$ cat src/rtl/arithmetic_expression_lexer_defines.svh
// Assertion macros shared by the arithmetic expression lexer RTL.
// Included by the modules that carry concurrent checks; no other dependencies.
`ifndef ARITHMETIC_EXPRESSION_LEXER_DEFINES_SVH
`define ARITHMETIC_EXPRESSION_LEXER_DEFINES_SVH
`ifndef SYNTHESIS
// Consequent must hold in the same cycle as the antecedent.
`define AEL_ASSERT_SAME(label, clk, rst_n, ante, cons) \
    label: assert property (@(posedge clk) disable iff (!rst_n) (ante) |-> (cons)) \
        else $error("ael assertion failed");
// Consequent must hold in the cycle after the antecedent.
`define AEL_ASSERT_NEXT(label, clk, rst_n, ante, cons) \
    label: assert property (@(posedge clk) disable iff (!rst_n) (ante) |=> (cons)) \
        else $error("ael assertion failed");
`else
`define AEL_ASSERT_SAME(label, clk, rst_n, ante, cons)
`define AEL_ASSERT_NEXT(label, clk, rst_n, ante, cons)
`endif
`endif

$ cat src/rtl/ael_pkg.sv
// Package for the arithmetic expression lexer: constants, codes, beat types
// and the character classifier. No dependencies.
`timescale 1ns / 1ps

package ael_pkg;

    // Widths fixed by the result fields
    localparam int CHAR_W          = 8;
    localparam int LEN_W           = 4;
    localparam int TEXT_W          = 64;
    localparam int STATUS_W        = 3;
    localparam int MAX_TOKEN_CHARS = 8;
    // Byte index inside the token text (text holds up to eight characters)
    localparam int IDX_W           = 3;
    localparam logic [LEN_W-1:0] MAX_LEN_COUNT = LEN_W'(MAX_TOKEN_CHARS);

    // Character queue between classifier and scanner; depth is a power of two
    localparam int QUEUE_DEPTH = 4;
    localparam int QUEUE_PTR_W = $clog2(QUEUE_DEPTH);
    localparam int QUEUE_CNT_W = QUEUE_PTR_W + 1;
    localparam logic [QUEUE_CNT_W-1:0] QUEUE_FULL_COUNT = QUEUE_CNT_W'(QUEUE_DEPTH);

    // Character codes
    localparam logic [CHAR_W-1:0] CH_SPACE = 8'h20;
    localparam logic [CHAR_W-1:0] CH_HASH  = 8'h23;
    localparam logic [CHAR_W-1:0] CH_LPAR  = 8'h28;
    localparam logic [CHAR_W-1:0] CH_RPAR  = 8'h29;
    localparam logic [CHAR_W-1:0] CH_STAR  = 8'h2A;
    localparam logic [CHAR_W-1:0] CH_PLUS  = 8'h2B;
    localparam logic [CHAR_W-1:0] CH_MINUS = 8'h2D;
    localparam logic [CHAR_W-1:0] CH_SLASH = 8'h2F;
    localparam logic [CHAR_W-1:0] CH_SEMI  = 8'h3B;
    localparam logic [CHAR_W-1:0] CH_0     = 8'h30;
    localparam logic [CHAR_W-1:0] CH_9     = 8'h39;
    localparam logic [CHAR_W-1:0] CH_UA    = 8'h41;
    localparam logic [CHAR_W-1:0] CH_UZ    = 8'h5A;
    localparam logic [CHAR_W-1:0] CH_LA    = 8'h61;
    localparam logic [CHAR_W-1:0] CH_LZ    = 8'h7A;

    typedef enum logic [3:0] {
        CC_SPACE,
        CC_END,
        CC_DIGIT,
        CC_LETTER,
        CC_OPEN,
        CC_CLOSE,
        CC_SEMI,
        CC_OP_CHECKED,  // + - /
        CC_OP_STAR,
        CC_OTHER
    } t_char_class;

    typedef enum logic [1:0] {
        MODE_IDLE,
        MODE_NUMBER,
        MODE_IDENT,
        MODE_OPER
    } t_scan_mode;

    typedef enum logic [1:0] {
        TT_DELIM,
        TT_OPER,
        TT_NUMBER,
        TT_IDENT
    } t_token_type;

    typedef enum logic {
        RK_TOKEN,
        RK_STATUS
    } t_result_kind;

    typedef enum logic [STATUS_W-1:0] {
        ST_OK,
        ST_BAD_SUFFIX,
        ST_DOUBLED_OP,
        ST_EMPTY_PAREN,
        ST_UNKNOWN_CHAR,
        ST_TOO_LONG
    } t_status_code;

    // One queued input beat: the character and its class
    typedef struct packed {
        logic [CHAR_W-1:0] ch;
        t_char_class       cls;
    } t_entry;

    // One output beat
    typedef struct packed {
        t_result_kind      kind;
        t_token_type       ttype;
        logic [LEN_W-1:0]  len;
        logic [TEXT_W-1:0] text;
        t_status_code      status;
        logic              last;
    } t_result;

    function automatic t_char_class classify(input logic [CHAR_W-1:0] c);
        t_char_class cls;
        if (c == CH_SPACE)                                   cls = CC_SPACE;
        else if (c == CH_HASH)                               cls = CC_END;
        else if (c >= CH_0 && c <= CH_9)                     cls = CC_DIGIT;
        else if ((c >= CH_LA && c <= CH_LZ) || (c >= CH_UA && c <= CH_UZ))
                                                             cls = CC_LETTER;
        else if (c == CH_LPAR)                               cls = CC_OPEN;
        else if (c == CH_RPAR)                               cls = CC_CLOSE;
        else if (c == CH_SEMI)                               cls = CC_SEMI;
        else if (c == CH_PLUS || c == CH_MINUS || c == CH_SLASH)
                                                             cls = CC_OP_CHECKED;
        else if (c == CH_STAR)                               cls = CC_OP_STAR;
        else                                                 cls = CC_OTHER;
        return cls;
    endfunction

    function automatic t_result mk_status(input t_status_code code);
        t_result r;
        r.kind   = RK_STATUS;
        r.ttype  = TT_DELIM;
        r.len    = '0;
        r.text   = '0;
        r.status = code;
        r.last   = 1'b1;
        return r;
    endfunction

    function automatic t_result mk_word(input t_token_type tt,
                                        input logic [LEN_W-1:0] len,
                                        input logic [TEXT_W-1:0] text);
        t_result r;
        r.kind   = RK_TOKEN;
        r.ttype  = tt;
        r.len    = len;
        r.text   = text;
        r.status = ST_OK;
        r.last   = 1'b1;
        return r;
    endfunction

    function automatic t_result mk_oper(input logic [CHAR_W-1:0] ch,
                                        input t_char_class cls);
        t_result r;
        r.kind   = RK_TOKEN;
        r.ttype  = (cls == CC_OPEN || cls == CC_CLOSE || cls == CC_SEMI) ? TT_DELIM : TT_OPER;
        r.len    = LEN_W'(1);
        r.text   = TEXT_W'(ch);
        r.status = ST_OK;
        r.last   = 1'b1;
        return r;
    endfunction

endpackage

$ cat src/rtl/ael_front.sv
// Front end of the lexer: accepts input beats and classifies each character.
// Depends on ael_pkg; feeds ael_queue.
`timescale 1ns / 1ps

module ael_front (
    input  logic                       i_in_valid,
    input  logic [ael_pkg::CHAR_W-1:0] i_in_char,
    output logic                       o_in_stall,
    input  logic                       i_queue_full,
    output logic                       o_push,
    output ael_pkg::t_entry            o_entry
);

    // Hold off the sender only when the queue has no free slot
    assign o_in_stall = i_queue_full;
    assign o_push     = i_in_valid && !i_queue_full;

    // Classify on the way in so the scanner sees a ready-made class code
    always_comb begin
        o_entry.ch  = i_in_char;
        o_entry.cls = ael_pkg::classify(i_in_char);
    end

endmodule

$ cat src/rtl/ael_queue.sv
// Small FIFO of classified characters between front end and scanner.
// Depends on ael_pkg and the assertion macro header.
`timescale 1ns / 1ps
`include "arithmetic_expression_lexer_defines.svh"

module ael_queue (
    input  logic            i_clk,
    input  logic            i_rst_n,
    input  logic            i_push,
    input  ael_pkg::t_entry i_data,
    output logic            o_full,
    input  logic            i_pop,
    output logic            o_valid,
    output ael_pkg::t_entry o_data
);

    ael_pkg::t_entry                   r_mem [ael_pkg::QUEUE_DEPTH];
    logic [ael_pkg::QUEUE_PTR_W-1:0]   r_wr_ptr, n_wr_ptr;
    logic [ael_pkg::QUEUE_PTR_W-1:0]   r_rd_ptr, n_rd_ptr;
    logic [ael_pkg::QUEUE_CNT_W-1:0]   r_count, n_count;

    assign o_full  = (r_count == ael_pkg::QUEUE_FULL_COUNT);
    assign o_valid = (r_count != '0);
    assign o_data  = r_mem[r_rd_ptr];

    // Pointer and fill count update
    always_comb begin
        n_wr_ptr = r_wr_ptr;
        n_rd_ptr = r_rd_ptr;
        n_count  = r_count;
        if (i_push) begin
            n_wr_ptr = r_wr_ptr + 1'b1;
        end
        if (i_pop) begin
            n_rd_ptr = r_rd_ptr + 1'b1;
        end
        if (i_push && !i_pop) begin
            n_count = r_count + 1'b1;
        end else if (!i_push && i_pop) begin
            n_count = r_count - 1'b1;
        end
    end

    always_ff @(posedge i_clk) begin
        if (!i_rst_n) begin
            r_wr_ptr <= '0;
            r_rd_ptr <= '0;
            r_count  <= '0;
        end else begin
            r_wr_ptr <= n_wr_ptr;
            r_rd_ptr <= n_rd_ptr;
            r_count  <= n_count;
        end
    end

    // Storage
    always_ff @(posedge i_clk) begin
        if (i_push) begin
            r_mem[r_wr_ptr] <= i_data;
        end
    end

    `AEL_ASSERT_SAME(a_no_push_when_full, i_clk, i_rst_n, i_push, !o_full)
    `AEL_ASSERT_SAME(a_no_pop_when_empty, i_clk, i_rst_n, i_pop, o_valid)
    `AEL_ASSERT_SAME(a_count_bound, i_clk, i_rst_n, 1'b1, r_count <= ael_pkg::QUEUE_FULL_COUNT)

endmodule

$ cat src/rtl/ael_back.sv
// Back end of the lexer: scanner state machine, token buffer and output stage.
// Depends on ael_pkg and the assertion macro header; reads from ael_queue.
`timescale 1ns / 1ps
`include "arithmetic_expression_lexer_defines.svh"

module ael_back (
    input  logic            i_clk,
    input  logic            i_rst_n,
    input  logic            i_q_valid,
    input  ael_pkg::t_entry i_q_data,
    output logic            o_pop,
    output logic            o_out_valid,
    input  logic            i_out_stall,
    output ael_pkg::t_result o_result
);

    // Scanner state
    ael_pkg::t_scan_mode               r_mode, n_mode;
    logic [ael_pkg::LEN_W-1:0]         r_count, n_count;
    logic [ael_pkg::TEXT_W-1:0]        r_text, n_text;
    logic [ael_pkg::CHAR_W-1:0]        r_pend_ch, n_pend_ch;
    ael_pkg::t_char_class              r_pend_cls, n_pend_cls;

    // Output register and second-result holding slot
    ael_pkg::t_result                  r_out, n_out;
    logic                              r_out_valid, n_out_valid;
    ael_pkg::t_result                  r_second, n_second;
    logic                              r_second_valid, n_second_valid;

    // Idle-path handling of the current character
    logic                              idle_has;
    ael_pkg::t_result                  idle_res;
    ael_pkg::t_scan_mode               idle_mode;
    logic [ael_pkg::LEN_W-1:0]         idle_count;
    logic [ael_pkg::TEXT_W-1:0]        idle_text;
    logic [ael_pkg::CHAR_W-1:0]        idle_pch;
    ael_pkg::t_char_class              idle_pcls;

    // Results of the current character
    ael_pkg::t_result                  res_a, res_b;
    logic [1:0]                        res_n;
    ael_pkg::t_result                  word_res;
    logic                              word_cont;
    logic                              op_checked;
    logic                              out_free;

    assign out_free    = !r_out_valid || !i_out_stall;
    assign o_pop       = out_free && !r_second_valid && i_q_valid;
    assign o_out_valid = r_out_valid;
    assign o_result    = r_out;

    // What idle does with a character
    always_comb begin
        idle_has   = 1'b0;
        idle_res   = ael_pkg::mk_status(ael_pkg::ST_OK);
        idle_mode  = ael_pkg::MODE_IDLE;
        idle_count = '0;
        idle_text  = r_text;
        idle_pch   = '0;
        idle_pcls  = ael_pkg::CC_SPACE;
        case (i_q_data.cls)
            ael_pkg::CC_SPACE: begin
                idle_has = 1'b0;
            end
            ael_pkg::CC_END: begin
                idle_has = 1'b1;
            end
            ael_pkg::CC_DIGIT, ael_pkg::CC_LETTER: begin
                idle_mode  = (i_q_data.cls == ael_pkg::CC_LETTER) ?
                             ael_pkg::MODE_IDENT : ael_pkg::MODE_NUMBER;
                idle_text  = ael_pkg::TEXT_W'(i_q_data.ch);
                idle_count = ael_pkg::LEN_W'(1);
            end
            ael_pkg::CC_OPEN, ael_pkg::CC_CLOSE, ael_pkg::CC_SEMI,
            ael_pkg::CC_OP_CHECKED, ael_pkg::CC_OP_STAR: begin
                idle_mode = ael_pkg::MODE_OPER;
                idle_pch  = i_q_data.ch;
                idle_pcls = i_q_data.cls;
            end
            default: begin
                idle_has = 1'b1;
                idle_res = ael_pkg::mk_status(ael_pkg::ST_UNKNOWN_CHAR);
            end
        endcase
    end

    // Scanner: next state and up to two results per character
    always_comb begin
        n_mode     = r_mode;
        n_count    = r_count;
        n_text     = r_text;
        n_pend_ch  = r_pend_ch;
        n_pend_cls = r_pend_cls;
        res_a      = idle_res;
        res_b      = idle_res;
        res_n      = 2'd0;
        word_res   = ael_pkg::mk_word((r_mode == ael_pkg::MODE_IDENT) ?
                                      ael_pkg::TT_IDENT : ael_pkg::TT_NUMBER,
                                      r_count, r_text);
        word_cont  = (i_q_data.cls == ael_pkg::CC_DIGIT) ||
                     (r_mode == ael_pkg::MODE_IDENT && i_q_data.cls == ael_pkg::CC_LETTER);
        op_checked = (r_pend_cls == ael_pkg::CC_OPEN) ||
                     (r_pend_cls == ael_pkg::CC_OP_CHECKED);

        unique case (r_mode)
            ael_pkg::MODE_NUMBER, ael_pkg::MODE_IDENT: begin
                if (word_cont) begin
                    if (r_count >= ael_pkg::MAX_LEN_COUNT) begin
                        res_a      = ael_pkg::mk_status(ael_pkg::ST_TOO_LONG);
                        res_n      = 2'd1;
                        n_mode     = ael_pkg::MODE_IDLE;
                        n_count    = '0;
                        n_pend_ch  = '0;
                        n_pend_cls = ael_pkg::CC_SPACE;
                    end else begin
                        n_text[ael_pkg::CHAR_W*r_count[ael_pkg::IDX_W-1:0] +:
                               ael_pkg::CHAR_W] = i_q_data.ch;
                        n_count = r_count + 1'b1;
                    end
                end else if (i_q_data.cls == ael_pkg::CC_SPACE) begin
                    res_a      = word_res;
                    res_n      = 2'd1;
                    n_mode     = ael_pkg::MODE_IDLE;
                    n_count    = '0;
                    n_pend_ch  = '0;
                    n_pend_cls = ael_pkg::CC_SPACE;
                end else if (i_q_data.cls == ael_pkg::CC_END ||
                             i_q_data.cls == ael_pkg::CC_OPEN ||
                             i_q_data.cls == ael_pkg::CC_CLOSE ||
                             i_q_data.cls == ael_pkg::CC_SEMI ||
                             i_q_data.cls == ael_pkg::CC_OP_CHECKED ||
                             i_q_data.cls == ael_pkg::CC_OP_STAR) begin
                    // word ends, then the character starts over as in idle
                    res_a      = word_res;
                    res_b      = idle_res;
                    res_n      = idle_has ? 2'd2 : 2'd1;
                    n_mode     = idle_mode;
                    n_count    = idle_count;
                    n_text     = idle_text;
                    n_pend_ch  = idle_pch;
                    n_pend_cls = idle_pcls;
                end else begin
                    // bad suffix: word dropped
                    res_a      = ael_pkg::mk_status(ael_pkg::ST_BAD_SUFFIX);
                    res_n      = 2'd1;
                    n_mode     = ael_pkg::MODE_IDLE;
                    n_count    = '0;
                    n_pend_ch  = '0;
                    n_pend_cls = ael_pkg::CC_SPACE;
                end
            end
            ael_pkg::MODE_OPER: begin
                if (i_q_data.cls == ael_pkg::CC_SPACE) begin
                    res_a      = ael_pkg::mk_oper(r_pend_ch, r_pend_cls);
                    res_n      = 2'd1;
                    n_mode     = ael_pkg::MODE_IDLE;
                    n_count    = '0;
                    n_pend_ch  = '0;
                    n_pend_cls = ael_pkg::CC_SPACE;
                end else if (op_checked &&
                             !(i_q_data.cls == ael_pkg::CC_LETTER ||
                               i_q_data.cls == ael_pkg::CC_DIGIT ||
                               i_q_data.cls == ael_pkg::CC_OPEN)) begin
                    // empty parentheses or doubled operator: held operator dropped
                    res_a      = ael_pkg::mk_status(
                                     (r_pend_cls == ael_pkg::CC_OPEN &&
                                      i_q_data.cls == ael_pkg::CC_CLOSE) ?
                                     ael_pkg::ST_EMPTY_PAREN : ael_pkg::ST_DOUBLED_OP);
                    res_n      = 2'd1;
                    n_mode     = ael_pkg::MODE_IDLE;
                    n_count    = '0;
                    n_pend_ch  = '0;
                    n_pend_cls = ael_pkg::CC_SPACE;
                end else begin
                    res_a      = ael_pkg::mk_oper(r_pend_ch, r_pend_cls);
                    res_b      = idle_res;
                    res_n      = idle_has ? 2'd2 : 2'd1;
                    n_mode     = idle_mode;
                    n_count    = idle_count;
                    n_text     = idle_text;
                    n_pend_ch  = idle_pch;
                    n_pend_cls = idle_pcls;
                end
            end
            default: begin
                res_a      = idle_res;
                res_n      = idle_has ? 2'd1 : 2'd0;
                n_mode     = idle_mode;
                n_count    = idle_count;
                n_text     = idle_text;
                n_pend_ch  = idle_pch;
                n_pend_cls = idle_pcls;
            end
        endcase

        // mark the last result of the character
        res_a.last = (res_n != 2'd2);
        res_b.last = 1'b1;
    end

    // Output stage: the held second result goes before any new character
    always_comb begin
        n_out          = r_out;
        n_out_valid    = r_out_valid;
        n_second       = r_second;
        n_second_valid = r_second_valid;
        if (out_free) begin
            if (r_second_valid) begin
                n_out          = r_second;
                n_out_valid    = 1'b1;
                n_second_valid = 1'b0;
            end else if (o_pop && res_n != 2'd0) begin
                n_out          = res_a;
                n_out_valid    = 1'b1;
                n_second       = res_b;
                n_second_valid = (res_n == 2'd2);
            end else begin
                n_out_valid = 1'b0;
            end
        end
    end

    always_ff @(posedge i_clk) begin
        if (!i_rst_n) begin
            r_mode         <= ael_pkg::MODE_IDLE;
            r_count        <= '0;
            r_pend_ch      <= '0;
            r_pend_cls     <= ael_pkg::CC_SPACE;
            r_out_valid    <= 1'b0;
            r_second_valid <= 1'b0;
        end else begin
            if (o_pop) begin
                r_mode     <= n_mode;
                r_count    <= n_count;
                r_pend_ch  <= n_pend_ch;
                r_pend_cls <= n_pend_cls;
            end
            r_out_valid    <= n_out_valid;
            r_second_valid <= n_second_valid;
        end
    end

    // Payload registers
    always_ff @(posedge i_clk) begin
        if (o_pop) begin
            r_text <= n_text;
        end
        r_out    <= n_out;
        r_second <= n_second;
    end

    `AEL_ASSERT_SAME(a_second_behind_out, i_clk, i_rst_n, r_second_valid, r_out_valid)
    `AEL_ASSERT_SAME(a_no_pop_with_second, i_clk, i_rst_n, o_pop, !r_second_valid)
    `AEL_ASSERT_SAME(a_idle_no_word, i_clk, i_rst_n, r_mode == ael_pkg::MODE_IDLE, r_count == '0)
    `AEL_ASSERT_SAME(a_len_bound, i_clk, i_rst_n, 1'b1, r_count <= ael_pkg::MAX_LEN_COUNT)

endmodule

$ cat src/rtl/arithmetic_expression_lexer.sv
// Streaming arithmetic expression lexer, one character per input beat, with
// tokens and end-of-expression status as output beats. A four-entry queue sits
// between the classifier and the scanner. The block takes one character per
// cycle while its queue has a free slot; a character that closes a word or held
// operator and also yields a result of its own ('#', an unknown character) gives
// two output beats, and the second waits in a holding slot behind the output
// register while the scanner takes no new character. An accepted input beat
// passes through the queue and then the output register on its way out.
// After '#' or any error status the scanner is idle and a new expression may
// follow at once.
`timescale 1ns / 1ps

module arithmetic_expression_lexer (
    input  logic                          i_clk,
    input  logic                          i_rst_n,
    input  logic                          i_in_valid,
    output logic                          o_in_stall,
    input  logic [ael_pkg::CHAR_W-1:0]    i_in_char,
    output logic                          o_out_valid,
    input  logic                          i_out_stall,
    output logic                          o_result_kind,
    output logic [1:0]                    o_token_type,
    output logic [ael_pkg::LEN_W-1:0]     o_token_length,
    output logic [ael_pkg::TEXT_W-1:0]    o_token_text,
    output logic [ael_pkg::STATUS_W-1:0]  o_status_code,
    output logic                          o_last_of_run
);

    logic             queue_full;
    logic             push;
    ael_pkg::t_entry  push_entry;
    logic             pop;
    logic             q_valid;
    ael_pkg::t_entry  q_data;
    ael_pkg::t_result result;

    ael_front u_front (
        .i_in_valid   (i_in_valid),
        .i_in_char    (i_in_char),
        .o_in_stall   (o_in_stall),
        .i_queue_full (queue_full),
        .o_push       (push),
        .o_entry      (push_entry)
    );

    ael_queue u_queue (
        .i_clk   (i_clk),
        .i_rst_n (i_rst_n),
        .i_push  (push),
        .i_data  (push_entry),
        .o_full  (queue_full),
        .i_pop   (pop),
        .o_valid (q_valid),
        .o_data  (q_data)
    );

    ael_back u_back (
        .i_clk       (i_clk),
        .i_rst_n     (i_rst_n),
        .i_q_valid   (q_valid),
        .i_q_data    (q_data),
        .o_pop       (pop),
        .o_out_valid (o_out_valid),
        .i_out_stall (i_out_stall),
        .o_result    (result)
    );

    // Unpack the output beat onto its ports
    assign o_result_kind  = result.kind;
    assign o_token_type   = result.ttype;
    assign o_token_length = result.len;
    assign o_token_text   = result.text;
    assign o_status_code  = result.status;
    assign o_last_of_run  = result.last;

endmodule
$ cat config.mk
export PLATFORM = sky130hd
export DESIGN_NAME = arithmetic_expression_lexer
export DESIGN_NICKNAME = d
export VERILOG_FILES = /design/src/rtl/ael_pkg.sv /design/src/rtl/ael_front.sv /design/src/rtl/ael_queue.sv /design/src/rtl/ael_back.sv /design/src/rtl/arithmetic_expression_lexer.sv
export VERILOG_INCLUDE_DIRS = /design/src /design/src/rtl
export SDC_FILE = /design/constraint.sdc
export NUM_CORES = 1
export LEC_CHECK = 0
export BUFFER_PORTS_ARGS = -buffer_cell sky130_fd_sc_hd__buf_2
export CORE_ASPECT_RATIO = 0.8
export CORE_MARGIN = 2
export CORE_UTILIZATION = 30
export CTS_CLUSTER_DIAMETER = 50
export DETAILED_ROUTE_END_ITERATION = 16
export PLACE_DENSITY = 0.52
export SYNTH_ARGS = -nofsm -noshare
export SYNTH_HDL_FRONTEND = slang
export SYNTH_HIERARCHICAL = 1
export SYNTH_SLANG_ARGS = --single-unit
$ cat constraint.sdc
create_clock -name i_clk -period 9.4 [get_ports i_clk]
set_clock_uncertainty 0.05 [all_clocks]
set_input_delay 1.88 -clock i_clk [delete_from_list [all_inputs] [get_ports i_clk]]
set_output_delay 1.88 -clock i_clk [all_outputs]
set_load 0.1 [all_outputs]
After elaboration in Yosys (flattened, before gate mapping)
Memory sizes are Yosys's and may differ from the RTL's. A register that Yosys moved wholly into a read port is not among the register bits.
Index checks and enable logic that the tools add are counted.
Widths: inputs -> output; s select.

storage, ports and cells
  register bits after elaboration = 240
  bits in writable memories = 48
  input bits = 12
  output and inout bits = 77
  word-level logic and storage cells = 202
  memories = 1

cells by class
  $add $sub $neg = 6
  order comparisons = 7
  eq/ne operators = 33
  shift operators = 2
  multiplexer cells = 83
  bitwise operators = 1
  reductions and logical operators = 48

memory list
  name           depth  bits a word  read ports  clocked after memory_dff  wr ports  RTL line         RTL
  u_queue.r_mem  4      12           1           1                         1         ael_queue.sv:17  ael_pkg::t_entry r_mem [ael_pkg::QUEUE_DEPTH];

operators with widths
  operator                 count
  $mux 75                  7
  $mux 64                  7
  $pmux 75 s2              1
  $pmux 64 s2              1
  $mux 4                   21
  $eq 8x6->1 const B       9
  $bwmux 64                1
  $shift 8x34->64 const A  1
  $shiftx 8x34->64         1
  $mux 8                   7
  $neg 6->34               1
  $eq 4x3->1 const B       8
  $mux 2                   15
  $ge 8x7->1 const B       2
  $le 8x7->1 const B       2
  $pmux 4 s2               2
  $pmux 8 s2               1
  $logic_or 1x1->1         15
  $mux 1                   15
  $logic_and 1x1->1        12
  $pmux 2 s2               3
  $reduce_or 9->1          1
  $eq 4x2->1 const B       2
  $ge 8x6->1 const B       1
  27 further kinds         44

Logic depth before layout (Yosys ltp)
Gate-level depths: netlist of run 1.

  depth after elaboration = 14
  gate-level depth with buffers = 10
  mapped depth without buffers = 10

Hierarchy
The synthesis of run 1 kept the hierarchy.

modules (own cells, without submodules)
  module     times used  cells an instance  area each (sq um)  seq. area each (sq um)
  ael_back   1           540                7053.0             4604.4
  ael_queue  1           105                2182.1             1621.6
  ael_front  1           36                 245.2              0.0

Worst setup path after synthesis of run 1
Ideal clock, no wire load.

  path kind = reg2reg
  from = reg with a tool-made name
  to = reg u_back.r_out (netlist bit u_back/o_result[0]), enable pin
  library setup time = 0.553 ns
  arrival = 6.445 ns
  data required time = 8.797 ns
  setup slack = 2.353 ns
  stages on the path, launching flop included = 8
  path buffers = 2
  period minus slack after synthesis = 7.047 ns
  path through = dfxtp_1 -> buf_6 -> mux4_2 -> clkbuf_1 -> or4b_2 -> nand4_1 -> a31oi_1 -> a31oi_1

RTL lines
  what                  RTL line         RTL
  end signal, assigned  ael_back.sv:248  r_out <= n_out;
  end, declared         ael_back.sv:25   ael_pkg::t_result r_out, n_out;

==> results of run 1 <==
## final cells by class
class,count,area [um^2]
Clock buffer,36,761
Clock inverter,12,95.1
Fill cell,3002,20200
Inverter,34,128
Multi-Input combinational cell,376,2870
Sequential cell,217,6230
Tap cell,420,526
Timing Repair Buffer,94,485
## metrics by stage
stage,hold slack [ns],cells,setup WS (ns)
final,0.408,1189,4.34
after global routing,0.421,1189,3.85
after CTS,0.408,1189,4.14
after detailed placement,0.399,1141,4.18
after global placement,0.390,1141,4.26
after floorplan,0.381,681,2.35
## metal layers
layer	GRT usage (%)	vias to the layer above	share of wire, %
met4	2.72	0	1.7
met2	20.0	143	45
met3	2.16	31	4.8
met5	0	-	0
met1	18.9	2865	48
li1	-	2737	-
## cells by family after synthesis
logic type	Yosys count	synth area share [%]
DFF	217	65.7
muxes	15	3.25
AOI/OAI and AO/OA	152	12.6
buffers and inverters	88	4.18
xor gates and xnor gates	7	0.647
and+or+nand+nor	187	11.5
adders and majority gates	15	2.06
## cells in the mapped netlist (all sizes together) (5+ instances only)
cell | n | share of area (%)
a21oi | 21 | 1.1
nor2b | 7 | 0.46
inv | 34 | 1.3
a31oi | 5 | 0.33
edfxtp | 188 | 60
nand3 | 6 | 0.32
ha | 14 | 1.8
a22o | 62 | 5.7
buf | 26 | 1.7
nor3 | 24 | 1.5
o21ai | 14 | 0.78
nor3b | 7 | 0.67
nand2 | 33 | 1.3
nor2 | 13 | 0.51
o32ai | 15 | 1.4
dfxtp | 29 | 6.1
mux4 | 12 | 2.9
and2 | 70 | 4.6
clkbuf | 28 | 1.1
## worst max-delay path: cells and delay by family, from the launching register on
kind                   cells  cell delay [ns]
AOI/OAI and AO/OA          2             1.13
buffers and inverters      2             0.96
and+or+nand+nor            2             0.91
DFF                        1             0.85
muxes                      1             0.73
## registers in the layout, indices dropped and copies added, names as in the netlist, 3 cells and up, named ones only
name,count
u_queue/r_count,3
u_back/o_result,75
u_back/r_pend_cls,4
u_queue/r_mem,48
u_back/r_pend_ch,8
u_back/r_count,4
u_back/r_text,64
## worst max path at each step
stage	slack [ns]	from	endpoint	depth (start not counted)
2_1_floorplan	2.35	register	u_back/o_result[0]	7
3_3_place_gp	4.26	register	u_back/o_result[30]	7
3_5_place_dp	4.18	register	u_back/o_result[26]	7
4_1_cts	4.14	register	u_back/o_result[26]	7
5_1_grt	3.85	register	u_back/o_result[43]	7
6_report	4.34	register	u_back/o_result[43]	7
==> metrics.md, run 1 <==
| Metric | Value |
|---|---|
| Rel. slew slack | between 10% and 20% |
| R2r endpoint | u_back/o_result[43] |
| DP HPWL | about 14000 um |
| DRC Markers | 0 |
| Die footprint | 0.0330 mm^2 |
| Post-route ant nets | 0 |
| First drt pass iteration count | 5 |
| Syn. warnings | 6 |
| RSZ-0062 raised after global routing | no |
| WHS Endpoint | u_back/r_pend_ch[7] |
| Drt total wl | approximately 21000 um |
| Max-cap viol count | 0 |
| Post-CTS Setup Bufs | 0 |
| DR vias/cell | between 4 and 5 |
| Crit Path Category | register to register |
| Worst setup SP type | register |
| Number of enable flip-flop cells after synthesis | about 190 |
| Final Hold Viols | 0 |
| Worst Path Required | 9.51 ns |
| Hold Crit Class | register to register |
| Hold Path Origin | u_back/r_pend_ch[7] |
| Clk_lat worst skew | approximately 0.52 ns |
| Port Buf Inserts | between 80 and 90 |
| CP max stage delay | slightly below 0.9 ns |
| CTS Hold Buffers Added | 0 |
| Initial antenna violation count | 0 |
| Rows | 58 |
| Vias in the first global route | approximately 5600 |
| Clock buffer count from CTS | 26 |
| Synth Net Count | 708 |
| Register area share after synthesis | between 60% and 70% |
| Initial core utilization | ~30% |
| Clock Tree Root | clkbuf_16 |
| Unique masters post-synth | 70 |
| Post-synth ARST share | 0% |
| H-tree levels | 1 |
| Setup TNS | 0 ns |
| Starting DRC count in detailed routing | approximately 460 |
| Final Util | 35.5% |
| Fin crit period | around 5.1 ns |
| Most frequent cells in the layout | 188 x edfxtp_1, 88 x buf_2, 70 x and2_1 |
| N_diodes | 0 |
| Wirelength per Cell | about 18 um |
| TritonCTS clock tree | yes |
| CP max FO | between 70 and 80 |
| Global route total overflow | 0 |
| Post-Syn Area | around 0.0095 mm^2 |
| R2R cell count | 7 |
| Worst slew pin tran | 1.29 ns |
| CP max-delay cell | a31oi_4 |
| Most common cell after layout, fill and taps aside | edfxtp_1 |
| Endpoints failing setup | 0 |
| Hold Crit Depth | 2 |
| CP Cell Sequence | mux4_2, or3b_2, buf_4, nand4_1, a31oi_1, a31oi_4, buf_4 |
| Placer Congestion | 0.778 |
| Worst-path clk slew | 0.06 ns |
| Outcome | finished clean |
| Die Span Y | ~160 um |
| Mapped Cells | roughly 680 |
| Fraction of layout cells with a size suffix above 1 | 20.9% |
| Critical Path AT | 5.17 ns |
| Clk buf depth | 3 |
| Slew Limit Fails | 0 |
| Post-cts sizing count | 0 |
| Main synth FF type | edfxtp_1 |
| Total Routing Usage GR | 12.9% |
| Die span in x | around 200 um |
| Syn Area/Cell | 13.9 um^2 |
| Final period util | 53.8% |
| CP dominant cell by count | buf_4 |
| Reg2Reg Setup Slack | roughly 4.3 ns |
| Total clock sinks | between 200 and 250 |
| Area Growth Syn to Fin | 17.0% |
| Fin area | about 0.011 mm^2 |
| Synthesis-stage register bit count | 217 |
| Core ar. | about 0.031 mm^2 |
| Placed Area | ~0.01 mm^2 |
| First-pass GRT wire length | between 30000 and 40000 um |
| Layout Nets | roughly 780 |
| Vias | slightly below 6000 |
| Crit end category | register |
| Pin count of the biggest net entering global routing | 73 |
| I/O pin count | ~90 |
| Highest clock rate | between 150 and 200 MHz |
Power of run 1 is not shown: default switching activity piles up to over one toggle a cycle in this logic, so the estimate is an artifact.
==> inputs of run 2 (changes only) <==
PLACE_DENSITY = 0.54   (was 0.52)
clock period = 4.41 ns   (was 9.4 ns; I/O delays follow)
==> metrics.md, run 2 (same netlist as run 1, synthesis figures left out) <==
| Metric | Value |
|---|---|
| Outcome | finished clean |
| Most frequent cells in the layout | 188 x edfxtp_1, 88 x buf_2, 70 x and2_1 |
| Clock buffer count from CTS | 25 (-3.8%) |
| Rows | 58 (unchanged) |
| Pin count of the biggest net entering global routing | 67 (-8.2%) |
| Die Span Y | 163 um (unchanged) |
| Global route total overflow | 0 (unchanged) |
| Initial core utilization | 30.3% (unchanged) |
| Total clock sinks | 217 (unchanged) |
| DRC Markers | 0 (unchanged) |
| I/O pin count | 89 (unchanged) |
| Worst Setup EP | u_back/r_pend_cls[0] |
| Starting DRC count in detailed routing | 387 (-16%) |
| DP HPWL | 14000 um (+0.30%) |
| First-pass GRT wire length | 32600 um (-2.4%) |
| Fin area | 0.0111 mm^2 (about the same) |
| Post-route ant nets | 0 (unchanged) |
| Fillers | 3009 (+0.23%) |
| TritonCTS clock tree | yes |
| R2R cell count | 6 (-1) |
| Placer Congestion | 0.820 (+5.4%) |
| Reg2Reg Setup Slack | 0.71 ns (-3.63 ns) |
| Clk_lat worst skew | 0.52 ns (about the same) |
| DR vias/cell | 4.86 (+0.13%) |
| Crit end category | register |
| Highest clock rate | 270 MHz (+37%) |
| Max-cap viol count | 0 (unchanged) |
| Vias in the first global route | 5598 (-0.89%) |
| Wirelength per Cell | 17.6 um (-2.0%) |
| Port Buf Inserts | 88 (unchanged) |
| Clk buf depth | 3 (unchanged) |
| Worst Path Required | 4.69 ns (-4.82 ns) |
| Drt total wl | 21100 um (-1.2%) |
| Die span in x | 203 um (unchanged) |
| Final period util | 83.9% (+30 points) |
| Area Growth Syn to Fin | 17.0% (about the same) |
| N_diodes | 0 (unchanged) |
| Register area | 0.00623 mm^2 (unchanged) |
| Critical Path AT | 3.98 ns (-1.19 ns) |
| H-tree levels | 1 (unchanged) |
| Clock Tree Root | clkbuf_16 |
| First drt pass iteration count | 5 (unchanged) |
| Endpoints failing setup | 0 (unchanged) |
| Worst setup SP type | register |
| Multi-input gate area | 0.00287 mm^2 (unchanged) |
| CP max FO | 66 (-8.3%) |
| Post-CTS Setup Bufs | 0 (unchanged) |
| Slew Limit Fails | 0 (unchanged) |
| Crit Path Category | register to register |
| Total Routing Usage GR | 12.5% (-0.33 points) |
| Fraction of layout cells with a size suffix above 1 | 21.3% (+0.37 points) |
| Hold Crit Class | register to register |
| RSZ-0062 raised after global routing | no |
| CTS Hold Buffers Added | 0 (unchanged) |
| R2r endpoint | u_back/r_pend_cls[0] |
| Setup TNS | 0 ns (unchanged) |
| Worst-path clk slew | 0.06 ns (about the same) |
| Rel. slew slack | 21.9% (+8.9 points) |
| Vias | 5832 (+0.97%) |
| Core ar. | 0.0313 mm^2 (unchanged) |
| Fin crit period | 3.70 ns (-1.36 ns) |
| Final Hold Viols | 0 (unchanged) |
| Initial antenna violation count | 0 (unchanged) |
| Most common cell after layout, fill and taps aside | edfxtp_1 |
| Placed Area | 0.0103 mm^2 (+1.1%) |
| Layout Nets | 788 (+1.5%) |
| Post-cts sizing count | 0 (unchanged) |
| Max reg flops | 75 (unchanged) |
| Worst slew pin tran | 1.17 ns (-0.127 ns) |
| Die footprint | 0.0330 mm^2 (unchanged) |
==> run 2: changes by cell type in the layout (fill, tap and decap cells not counted), sizes merged <==
cell / change
buf: +13
clkbuf: -3
clkinv: -1
inv: +1
==> run 2: metrics by stage <==
step	setup WS [ns]	util, %	cells	hold slack [ns]
floorplan	0.196	-	681	0.381
global placement	0.758	33.1	1154	0.394
detailed placement	0.730	33.1	1154	0.396
CTS	0.662	35.5	1199	0.405
global route	0.435	35.5	1199	0.421
finish	0.709	35.5	1199	0.402
==> run 2: layer usage <==
layer	vias up	GRT usage [%]	wire length (um)
met5	-	0	0
met4	0	2.65	347
met3	27	2.12	999
met2	157	19.3	9550
met1	2884	18.5	10200
li1	2764	-	-
==> run 2: worst max-delay path, cell delays in order (launching register included) <==
cell	delay, ns
dfxtp_1	0.63
mux4_2	0.67
or3b_2	0.31
buf_4	0.59
nor4_1	0.18
o21ai_1	0.86
o32ai_1	0.23
==> run 2: how the worst min path moves through the flow <==
stage               cells past startpoint                 from  slack (ns)                  end
floorplan                               2  u_back/r_pend_ch[0]        0.38  u_back/r_pend_ch[0]
global placement                        2  u_back/r_pend_ch[6]        0.39  u_back/r_pend_ch[6]
detailed placement                      2  u_back/r_pend_ch[6]        0.40  u_back/r_pend_ch[6]
CTS                                     2  u_back/r_pend_ch[6]        0.41  u_back/r_pend_ch[6]
global route                            2  u_back/r_pend_ch[7]        0.42  u_back/r_pend_ch[7]
finish                                  2  u_back/r_pend_ch[6]        0.40  u_back/r_pend_ch[6]
==> run 2: cell type report <==
cell class / instances / share of cell area, %
flip-flops and latches: 217 / 56.1
multi-input cells: 376 / 25.9
clock buffers: 33 / 6.00
repair buffers: 107 / 5.37
well taps: 420 / 4.74
inverters: 34 / 1.15
clock inverters: 12 / 0.733
Power of run 2 is left out for the same reason.
==> inputs of run 3 (changes only) <==
PLACE_DENSITY = 0.52   (was 0.54)
clock period = 3.47 ns   (was 4.41 ns; I/O delays follow)
==> metrics.md, run 3 (same netlist as run 1, synthesis figures left out) <==
| Metric | Value |
|---|---|
| Outcome | finished clean |
| Highest clock rate | 306 MHz (+13%) |
| Clk buf depth | 3 (unchanged) |
| Rows | 58 (unchanged) |
| First-pass GRT wire length | 32900 um (+0.89%) |
| Port Buf Inserts | 88 (unchanged) |
| Wirelength per Cell | 17.9 um (+1.5%) |
| Fin crit period | 3.26 ns (-0.436 ns) |
| H-tree levels | 1 (unchanged) |
| R2R cell count | 5 (-1) |
| CP max FO | 11 (-83%) |
| DP HPWL | 14400 um (+2.9%) |
| Clk_lat worst skew | 0.51 ns (about the same) |
| Vias | 5875 (+0.74%) |
| Clock buffer count from CTS | 25 (unchanged) |
| DRC Markers | 0 (unchanged) |
| Fin area | 0.0112 mm^2 (+0.88%) |
| Post-cts sizing count | 0 (unchanged) |
| Initial core utilization | 30.3% (unchanged) |
| Initial antenna violation count | 0 (unchanged) |
| Core ar. | 0.0313 mm^2 (unchanged) |
| Total Routing Usage GR | 12.9% (+0.33 points) |
| CP max stage delay | 0.76 ns (-0.10 ns) |
| CP Cell Sequence | mux4_2, or3b_2, or4_1, and4b_1, a22o_1 |
| Placer Congestion | 0.832 (+1.5%) |
| Worst-path clk slew | 0.06 ns (about the same) |
| I/O pin count | 89 (unchanged) |
| Global route total overflow | 0 (unchanged) |
| Reg2Reg Setup Slack | 0.21 ns (-0.50 ns) |
| Most frequent cells in the layout | 188 x edfxtp_1, 88 x buf_2, 70 x and2_1 |
| R2r endpoint | u_back/r_text[20] |
| Hold Crit Depth | 1 (-1) |
| Drt total wl | 21600 um (+2.2%) |
| Hold Path Origin | i_in_char[5] |
| Fraction of layout cells with a size suffix above 1 | 22.6% (+1.3 points) |
| Critical Path AT | 3.59 ns (-0.39 ns) |
| CP max-delay cell | or4_1 |
| Max-cap viol count | 0 (unchanged) |
| TritonCTS clock tree | yes |
| N_diodes | 0 (unchanged) |
| Slew Limit Fails | 0 (unchanged) |
| Most common cell after layout, fill and taps aside | edfxtp_1 |
| Die Span Y | 163 um (unchanged) |
| Starting DRC count in detailed routing | 397 (+2.6%) |
| Pin count of the biggest net entering global routing | 41 (-39%) |
| Placed Area | 0.0104 mm^2 (+0.76%) |
| DR vias/cell | 4.87 (about the same) |
| Hold Crit Class | input pin to register |
| Die span in x | 203 um (unchanged) |
| Worst slew pin tran | 1.20 ns (+0.0351 ns) |
| Vias in the first global route | 5549 (-0.88%) |
| Layout Nets | 797 (+1.1%) |
| Final Hold Viols | 0 (unchanged) |
| WHS Endpoint | u_queue/r_mem[2][9] |
| Die footprint | 0.0330 mm^2 (unchanged) |
| Worst Path Required | 3.80 ns (-0.89 ns) |
| Fillers | 3023 (+0.47%) |
| Endpoints failing setup | 0 (unchanged) |
| Final period util | 94.1% (+10 points) |
| RSZ-0062 raised after global routing | no |
| Rel. slew slack | 19.6% (-2.3 points) |
| Post-CTS Setup Bufs | 0 (unchanged) |
| Clock Tree Root | clkbuf_16 |
| CTS Hold Buffers Added | 0 (unchanged) |
| Worst setup SP type | register |
| Total clock sinks | 217 (unchanged) |
| First drt pass iteration count | 5 (unchanged) |
| Crit Path Category | register to register |
| Area Growth Syn to Fin | 18.1% |
| Crit end category | register |
| Max reg flops | 75 (unchanged) |
| Post-route ant nets | 0 (unchanged) |
## run 3: cell types whose count changed in the layout (fill, tap and decap cells not counted), moves of 2 or more
cell      previous run  this run
buf_4               18        27
clkbuf_1             7         5
clkinv_2             2         4
clkinv_8             0         2
inv_8                2         0
## run 3: stage by stage
stage	utilization (%)	TNS [ns]	hold WS (ns)	instances	setup WS (ns)
CTS	35.8	0	0.354	1207	0.207
global route	35.8	0	0.371	1207	0.0150
finish	35.8	0	0.374	1207	0.205
global placement	33.3	0	0.393	1163	0.238
detailed placement	33.3	0	0.399	1163	0.220
floorplan	-	-35.31	0.381	681	-0.471
## run 3: cell type report
type / count / area (um^2) / share of cell area (%)
clock buffer: 30 / 644 / 5.76
clock inverter: 14 / 121 / 1.08
inverter: 34 / 128 / 1.14
multi-input combinational: 376 / 2880 / 25.8
sequential: 217 / 6230 / 55.6
tap: 420 / 526 / 4.69
timing repair buffer: 116 / 663 / 5.92
## run 3: critical path, delay by kind of cell, from the launching register on
family | cells | cell delay (ns)
AO/OA/AOI/OAI | 1 | 0.18
flip-flops | 1 | 0.41
multiplexers | 1 | 0.63
AND/OR/NAND/NOR | 3 | 1.86
## run 3: metal layers
metal | part of all wire [%] | vias to the layer above | track usage [%]
met5 | 0 | - | 0
met4 | 1.8 | 0 | 2.82
met3 | 5.5 | 29 | 2.12
met2 | 44 | 170 | 19.5
met1 | 48 | 2900 | 19.4
li1 | - | 2776 | -
## run 3: worst max-delay path by stage
| stage | slack, ns | from | depth (start not counted) | endpoint |
|---|---|---|---|---|
| after floorplan | -0.47 | register | 7 | u_back/o_result[0] |
| after global placement | 0.24 | register | 6 | u_back/r_text[42] |
| after detailed placement | 0.22 | register | 6 | u_back/r_text[8] |
| after CTS | 0.21 | register | 5 | u_back/r_text[48] |
| after global routing | 0.02 | register | 6 | u_back/r_text[44] |
| final | 0.21 | register | 5 | u_back/r_text[20] |
Power of run 3 is left out for the same reason.
